`src/rtl/complex_sample_agc_macros.svh`:
```
// Assertion macros for the complex sample AGC.
// Needs a clock and an active-low reset in scope of the user.
`ifndef COMPLEX_SAMPLE_AGC_MACROS_SVH
`define COMPLEX_SAMPLE_AGC_MACROS_SVH

// same-cycle implication
`define CSA_ASSERT_NOW(lbl, clk, rst_n, a, c, msg) \
  lbl: assert property (@(posedge clk) disable iff (!rst_n) (a) |-> (c)) else $error(msg);

// next-cycle implication
`define CSA_ASSERT_NEXT(lbl, clk, rst_n, a, c, msg) \
  lbl: assert property (@(posedge clk) disable iff (!rst_n) (a) |=> (c)) else $error(msg);

`endif

```
`src/rtl/csa_pkg.sv`:
```
// Shared types and constants for the complex sample AGC.
// No dependencies.
`timescale 1ns / 1ps
package csa_pkg;

  localparam logic [31:0] GAIN_ONE = 32'd4194304;
  localparam logic [31:0] GAIN_MIN = 32'd4;
  localparam logic [31:0] GAIN_MAX = 32'd4194304000;
  localparam int SQRT_STEPS = 16;
  // floor(x / 25) = (x * DIV25_MUL) >> DIV25_SHIFT for any 31-bit x
  localparam logic [31:0] DIV25_MUL = 32'd2748779070;
  localparam int DIV25_SHIFT = 36;
  localparam int CFG_IDX_W = 2;

  localparam logic [CFG_IDX_W-1:0] REG_ADAPT_RATE  = 2'd0;
  localparam logic [CFG_IDX_W-1:0] REG_TARGET      = 2'd1;
  localparam logic [CFG_IDX_W-1:0] REG_SILENCE_THR = 2'd2;

  typedef struct packed {
    logic signed [15:0] in_re;
    logic signed [15:0] in_im;
    logic               block_end;
  } in_beat_t;

  typedef struct packed {
    logic signed [15:0] out_re;
    logic signed [15:0] out_im;
    logic [31:0]        gain_now;
    logic               block_end_out;
  } out_beat_t;

  typedef enum logic [3:0] {
    OP_NOP, OP_LOAD, OP_SQRT, OP_DIFF, OP_DMUL, OP_DDIV, OP_LEVEL, OP_ERR,
    OP_MLO, OP_MHI, OP_UPD_DEC, OP_UPD_ACT, OP_SRE, OP_SIM, OP_OUT
  } op_t;

  typedef struct packed {
    op_t        op;
    logic [3:0] idx;
  } cmd_t;

  typedef struct packed {
    logic silent;
  } stat_t;

endpackage

```
`src/rtl/csa_ctrl.sv`:
```
// AGC sequencer: steps the datapath and owns both handshakes.
// Uses csa_pkg.
`timescale 1ns / 1ps
module csa_ctrl
  import csa_pkg::*;
(
  input  logic  clk,
  input  logic  rst_n,
  input  logic  in_valid,
  output logic  in_ready,
  output logic  out_valid,
  input  logic  out_ready,
  input  stat_t stat,
  output cmd_t  cmd
);

  typedef enum logic [3:0] {
    S_IDLE, S_SQRT, S_CHK, S_DIFF, S_DMUL, S_DDIV, S_LEVEL, S_ERR,
    S_MLO, S_MHI, S_UPD_DEC, S_UPD_ACT, S_SRE, S_SIM, S_OUT
  } state_t;

  state_t     state_r;
  logic [3:0] cnt_r;
  logic       out_valid_r;
  logic       out_free;

  assign out_free  = !out_valid_r || out_ready;
  assign in_ready  = state_r == S_IDLE;
  assign out_valid = out_valid_r;

  always_comb begin
    cmd.idx = cnt_r;
    unique case (state_r)
      S_IDLE:    cmd.op = in_valid ? OP_LOAD : OP_NOP;
      S_SQRT:    cmd.op = OP_SQRT;
      S_CHK:     cmd.op = OP_NOP;
      S_DIFF:    cmd.op = OP_DIFF;
      S_DMUL:    cmd.op = OP_DMUL;
      S_DDIV:    cmd.op = OP_DDIV;
      S_LEVEL:   cmd.op = OP_LEVEL;
      S_ERR:     cmd.op = OP_ERR;
      S_MLO:     cmd.op = OP_MLO;
      S_MHI:     cmd.op = OP_MHI;
      S_UPD_DEC: cmd.op = OP_UPD_DEC;
      S_UPD_ACT: cmd.op = OP_UPD_ACT;
      S_SRE:     cmd.op = OP_SRE;
      S_SIM:     cmd.op = OP_SIM;
      S_OUT:     cmd.op = out_free ? OP_OUT : OP_NOP;
      default:   cmd.op = OP_NOP;
    endcase
  end

  always_ff @(posedge clk) begin
    if (!rst_n) begin
      state_r     <= S_IDLE;
      cnt_r       <= '0;
      out_valid_r <= 1'b0;
    end else begin
      if (state_r == S_OUT && out_free) begin
        out_valid_r <= 1'b1;
      end else if (out_ready) begin
        out_valid_r <= 1'b0;
      end
      unique case (state_r)
        S_IDLE: begin
          if (in_valid) begin
            state_r <= S_SQRT;
            cnt_r   <= 4'(SQRT_STEPS - 1);
          end
        end
        S_SQRT: begin
          if (cnt_r == '0) begin
            state_r <= S_CHK;
          end else begin
            cnt_r <= cnt_r - 4'd1;
          end
        end
        S_CHK:     state_r <= stat.silent ? S_DIFF : S_LEVEL;
        S_DIFF:    state_r <= S_DMUL;
        S_DMUL:    state_r <= S_DDIV;
        S_DDIV:    state_r <= S_UPD_DEC;
        S_LEVEL:   state_r <= S_ERR;
        S_ERR:     state_r <= S_MLO;
        S_MLO:     state_r <= S_MHI;
        S_MHI:     state_r <= S_UPD_ACT;
        S_UPD_DEC: state_r <= S_SRE;
        S_UPD_ACT: state_r <= S_SRE;
        S_SRE:     state_r <= S_SIM;
        S_SIM:     state_r <= S_OUT;
        S_OUT: begin
          if (out_free) begin
            state_r <= S_IDLE;
          end
        end
        default: state_r <= S_IDLE;
      endcase
    end
  end

endmodule

```
`config.mk`:
```
export PLATFORM = sky130hd
export DESIGN_NAME = csa_ctrl
export DESIGN_NICKNAME = d
export VERILOG_FILES = /design/src/rtl/complex_sample_agc_macros.svh /design/src/rtl/csa_pkg.sv /design/src/rtl/csa_ctrl.sv
export SDC_FILE = /design/constraint.sdc
export NUM_CORES = 1
export LEC_CHECK = 0
export BUFFER_PORTS_ARGS = -buffer_cell sky130_fd_sc_hd__buf_2
export CAP_MARGIN = 0
export CORE_MARGIN = 2
export CORE_UTILIZATION = 44
export DETAILED_ROUTE_END_ITERATION = 10
export GPL_TIMING_DRIVEN = 0
export PLACE_DENSITY = 0.68
export SYNTH_ARGS = -nofsm -noshare
export SYNTH_HDL_FRONTEND = slang
export SYNTH_SLANG_ARGS = --single-unit
export TNS_END_PERCENT = 20
```
`constraint.sdc`:
```
create_clock -name clk -period 1.76 [get_ports clk]
set_input_delay 0.088 -clock clk [delete_from_list [all_inputs] [get_ports clk]]
set_output_delay 0.088 -clock clk [all_outputs]
set_load 0.01 [all_outputs]
```
; ---- Word level (Yosys, flattened, before mapping)
; Index checks and enable logic that the tools add are counted.
[word_totals]
register_bits = 9
inputBits = 5
out_inout_bits = 10
wordCells = 45
[op_classes]
add_sub_neg = 1
eq_ne = 18
n_mux = 13
reduce_logical = 10
[ops]
columns = op, n
row1 = $pmux W4 S14, 2
row2 = $eq A4 B4 Y1 const B, 7
row3 = $mux W4, 6
row4 = $eq A4 B3 Y1 const B, 4
row5 = $eq A4 B2 Y1 const B, 2
row6 = $logic_not A4 Y1, 2
row7 = $ne A2 B2 Y1 const B, 4
row8 = $pmux W4 S2, 1
row9 = $reduce_and A3 Y1, 2
row10 = $eq A4 B1 Y1 const B, 1
row11 = $reduce_bool A2 Y1, 2
row12 = $sub A4 B1 Y4 const B, 1
row13 = $mux W1, 3
row14 = $mux W3, 1
row15 = $reduce_or A2 Y1, 1
row16 = $logic_and A1 B1 Y1, 1
row17 = $logic_not A1 Y1, 1
row18 = $logic_or A1 B1 Y1, 1

; ---- Longest topological paths before layout
[depth]
ltp_word = 4
depth_mapped = 6
ltp_nobuf = 6

; ---- Least setup slack after synthesis
; Ideal clock, no wire load.
[synth_timing]
kind = register to register
from = register cnt_r[0]
to = register cnt_r[3]
setup_time_ns = 0.115
t_arrival_ns = 1.318
required_ns = 1.645
setup_slack_ns = 0.328
stages_incl_launch_ff = 7
n_path_buf = 0
synth_period_minus_slack_ns = 1.432
path_cell_list = dfxtp_1 -> inv_1 -> ha_1 -> nor2b_1 -> nor2_1 -> mux2_4 -> o21a_1
[synth_via]
elab_chain_cells = 3
elab_cells_between_ends = 6
cone_classes = add/sub (1) / eq/ne (1) / mux (2) / reduce/logical (2)
[synth_lines]
columns = element, line_no
row1 = start: declaration, csa_ctrl.sv:23  ; logic [3:0] cnt_r;
row2 = start signal: assignment, csa_ctrl.sv:68  ; cnt_r <= 4'(SQRT_STEPS - 1);
row3 = start signal: assignment, csa_ctrl.sv:75  ; cnt_r <= cnt_r - 4'd1;
row4 = $sub A4 B1 Y4 or $logic_not A4 Y1 (tied branches), "csa_ctrl.sv:75, csa_ctrl.sv:72"
row5 = $mux W4 or $ne A2 B2 Y1 (tied branches), -
row6 = $pmux W4 S2 or $reduce_and A3 Y1 (tied branches), -
; Several ways; a longest one is shown, not always the timed one. The select of a mux whose other input is x is not followed.
; A chain may end at the register's enable or synchronous reset.

==> run_results.csv <==
group,metric,value,unit
synthesis,synth_edf_count,0,
die,rows,13,
timing,worst_hold_slack,0.120,ns
synthesis,synth-seq-area-share,0.290,
critical_path,required,1.67,ns
die,core-area,1300,sq um
placed_design,io_buffers,14,
critical_path,r2r_end,"cnt_r[3]",
timing,period_share,0.938,
timing,worst_slack,0.110,ns
worst_hold_path,holdPathEnd,"cnt_r[0]",
worst_hold_path,hp-class,"input port to flop",
synthesis,synthCells,75,
synthesis,synth_warnings,0,
cells_and_area,areaGrowthSynthToFinish,19.6,%
critical_path,end_kind,"output pin",
timing,tightest_slew,0.327,ns
die,ios,15,
cells_and_area,fin_area,742,sq um
cells_and_area,final_cell_mix,"14 x buf_2, 9 x dfxtp_1, 7 x nand2_1, 5 x nor2_1",
critical_path,r2r_start,"cnt_r[0]",
clocking,insertion_delay,0.27,ns
clocking,root_buffer,"clkbuf_4",
job,cap_violations,0,
timing,relSlewSlack,0.782,
critical_path,cp.arrival,1.56,ns
timing,fin_crit,1.65,ns
cells_and_area,diodes,0,
timing,hold_viol_final,0,
placed_design,hpwlAfterDp,917,microns
synthesis,yosys-top-cells-area,"dfxtp_1 29%, nand2_1 4.2%, nor4b_4 3.8%",
synthesis,synth-async-reset-ratio,0,
pwr,total_leakage_power,0.316,nW
route,drt_iter0_markers,9,
route,post_drt_wl_per_cell,11.8,microns
worst_hold_path,hp-start,"rst_n",
critical_path,cp_cell_sequence,"clkbuf_2 > or3_1 > a31o_1 > buf_2",
critical_path,crit_buf_inv,2,
global_route,met2_usage,0.225,
synthesis,synth_cell_type_count,33,
timing,maxSlewViolCount,0,
critical_path,start_kind,"flop",
worst_hold_path,holdPathStages,3,
die,die_w,41.6,microns
timing,finalSetupTns,0,ns
critical_path,regToRegSetupSlack,0.26,ns
critical_path,cp_top_family,"simple AND/OR/NAND/NOR gates",
cells_and_area,fillerInstances,131,
clocking,holdBufCountCts,0,
global_route,grt_util_met3,0.0826,
pwr,p_per_area,1480,nW/um^2
global_route,grt_max_degree,11,
placed_design,place_ws,0.272,ns
cells_and_area,seq_area,180,sq um
die,start_util,0.477,
global_route,grt_overflow,0,
global_route,gr-usage-met1,0.190,
clocking,cts_buffers,3,
die,die_y,41.6,microns
synthesis,yosys.area.top_type,"dfxtp_1",
synthesis,ys_ff_latch,9,
route,antenna_left,0,
critical_path,r2r_cells,6,
critical_path,crit_path_start,"state_r[1]",
cells_and_area,fin_nets,100,
synthesis,synth_top_flop_cell,"dfxtp_1",
global_route,grt_pass1_vias,474,
clocking,clock-sinks,9,
global_route,grtUsageTotal,0.153,
critical_path,cpMaxStageDelayCell,"or3_1",
pwr,ir_worst_vdd,0.746,mV
route,drt_pass1_iterations,4,
critical_path,crit_fanout,10,
critical_path,critPathKind,"flop to output pin",
placed_design,gp_congestion,0.757,
cells_and_area,final_common_cell,"buf_2",
clocking,cts_max_path_buffers,2,
global_route,grt_pass1_wl,2010,microns
synthesis,postSynthAreaPerCell,8.27,sq um
timing,rsz0062_at_grt,"no",
clocking,clkTransAtPathRegs,0.07,ns
clocking,htreeDepth,1,
route,vias_per_cell,5.33,
outcome,status,"finished clean",
synthesis,syn_nets,81,
placed_design,post_dp_cell_area,709,sq um
route,vias,576,
route,wl,1270,microns
global_route,antenna_found_initial,0,
cells_and_area,multi_input_area,399,sq um
die,dieArea,1730,sq um
pwr,total_power,1.10,mW
critical_path,cp_slowest_stage_delay,0.39,ns
synthesis,syn-cell-area,621,sq um
clocking,cts_tree,"done",
timing,max_freq,606,MHz
timing,setup_viol,0,
global_route,grt.busiest_layer,"met2",
cells_and_area,layout-drive-gt1-share,0.301,
timing,fin_skew,0.0121,ns
route,drc_errors,0,
synthesis,netlist.area_leader.share,0.290,
==> logic make-up after synthesis <==
logic type / after synthesis / share of synthesized area
multiplexers: 1 / 0.0242
AO/OA/AOI/OAI: 23 / 0.280
AND/OR/NAND/NOR: 32 / 0.319
buffers and inverters: 9 / 0.0665
flip-flops: 9 / 0.290
adder cells (fa/ha/maj): 1 / 0.0202
==> through the flow <==
stage / std cells / utilization
2_1_floorplan: 75 / -
3_3_place_gp: 104 / 0.545
3_5_place_dp: 104 / 0.545
4_1_cts: 108 / 0.566
5_1_grt: 108 / 0.570
6_report: 108 / 0.570
==> worst max-delay path by stage <==
| stage | endpoint | slack [ns] | cells past startpoint |
|---|---|---|---|
| floorplan | cnt_r[3] | 0.33 | 6 |
| global placement | state_r[1] | 0.29 | 4 |
| detailed placement | cnt_r[3] | 0.27 | 6 |
| CTS | cmd[4] | 0.05 | 4 |
| global route | cmd[4] | 0.04 | 4 |
| finish | cmd[4] | 0.11 | 4 |
==> layout make-up <==
cell class	instances	area share
tap	15	0.0253
clock buffer	3	0.0304
inverter	4	0.0202
sequential	9	0.243
clock inverter	1	0.00675
timing repair buffer	14	0.0944
multi-input combinational	57	0.538
buffer	5	0.0422
==> synthesized netlist by cell type (all sizes together), types with 2 or more instances <==
master	count
clkbuf	4
nand2b	3
nor3	3
a31oi	2
a21boi	4
o21a	3
nor2	5
dfxtp	9
inv	4
a21oi	2
nand2	7
nor2b	3
o211ai	3
and2	3
o21ai	4
==> per-layer routing <==
metal  vias to the layer above  wire length, microns
met2                        14                   530
met3                         2                    75
met5                         -                     0
li1                        304                     -
met4                         0                    10
met1                       256                   655
==> power breakdown <==
| group | switching (mW) | leakage, nW | internal (mW) |
|---|---|---|---|
| Clock | 0.0793 | 0.0177 | 0.0839 |
| Combinational | 0.305 | 0.225 | 0.286 |
| Sequential | 0.0780 | 0.0741 | 0.264 |
==> worst min-delay path, cell delays in order <==
cell	delay, ns
buf_2	0.15
inv_1	0.08
a211oi_2	0.03
==> what timing repair did <==
| item | in CTS | in global routing |
|---|---|---|
| endpoints found under the setup margin | 0 | 3 |
| setup buffers | 0 | 0 |
| resized for setup | 0 | 8 |
==> state kept, by name, summed over array words and instances (netlist names) <==
name	cells
state_r	4
cnt_r	4
out_valid	1
Note: power is estimated with default switching activity, not from simulation.
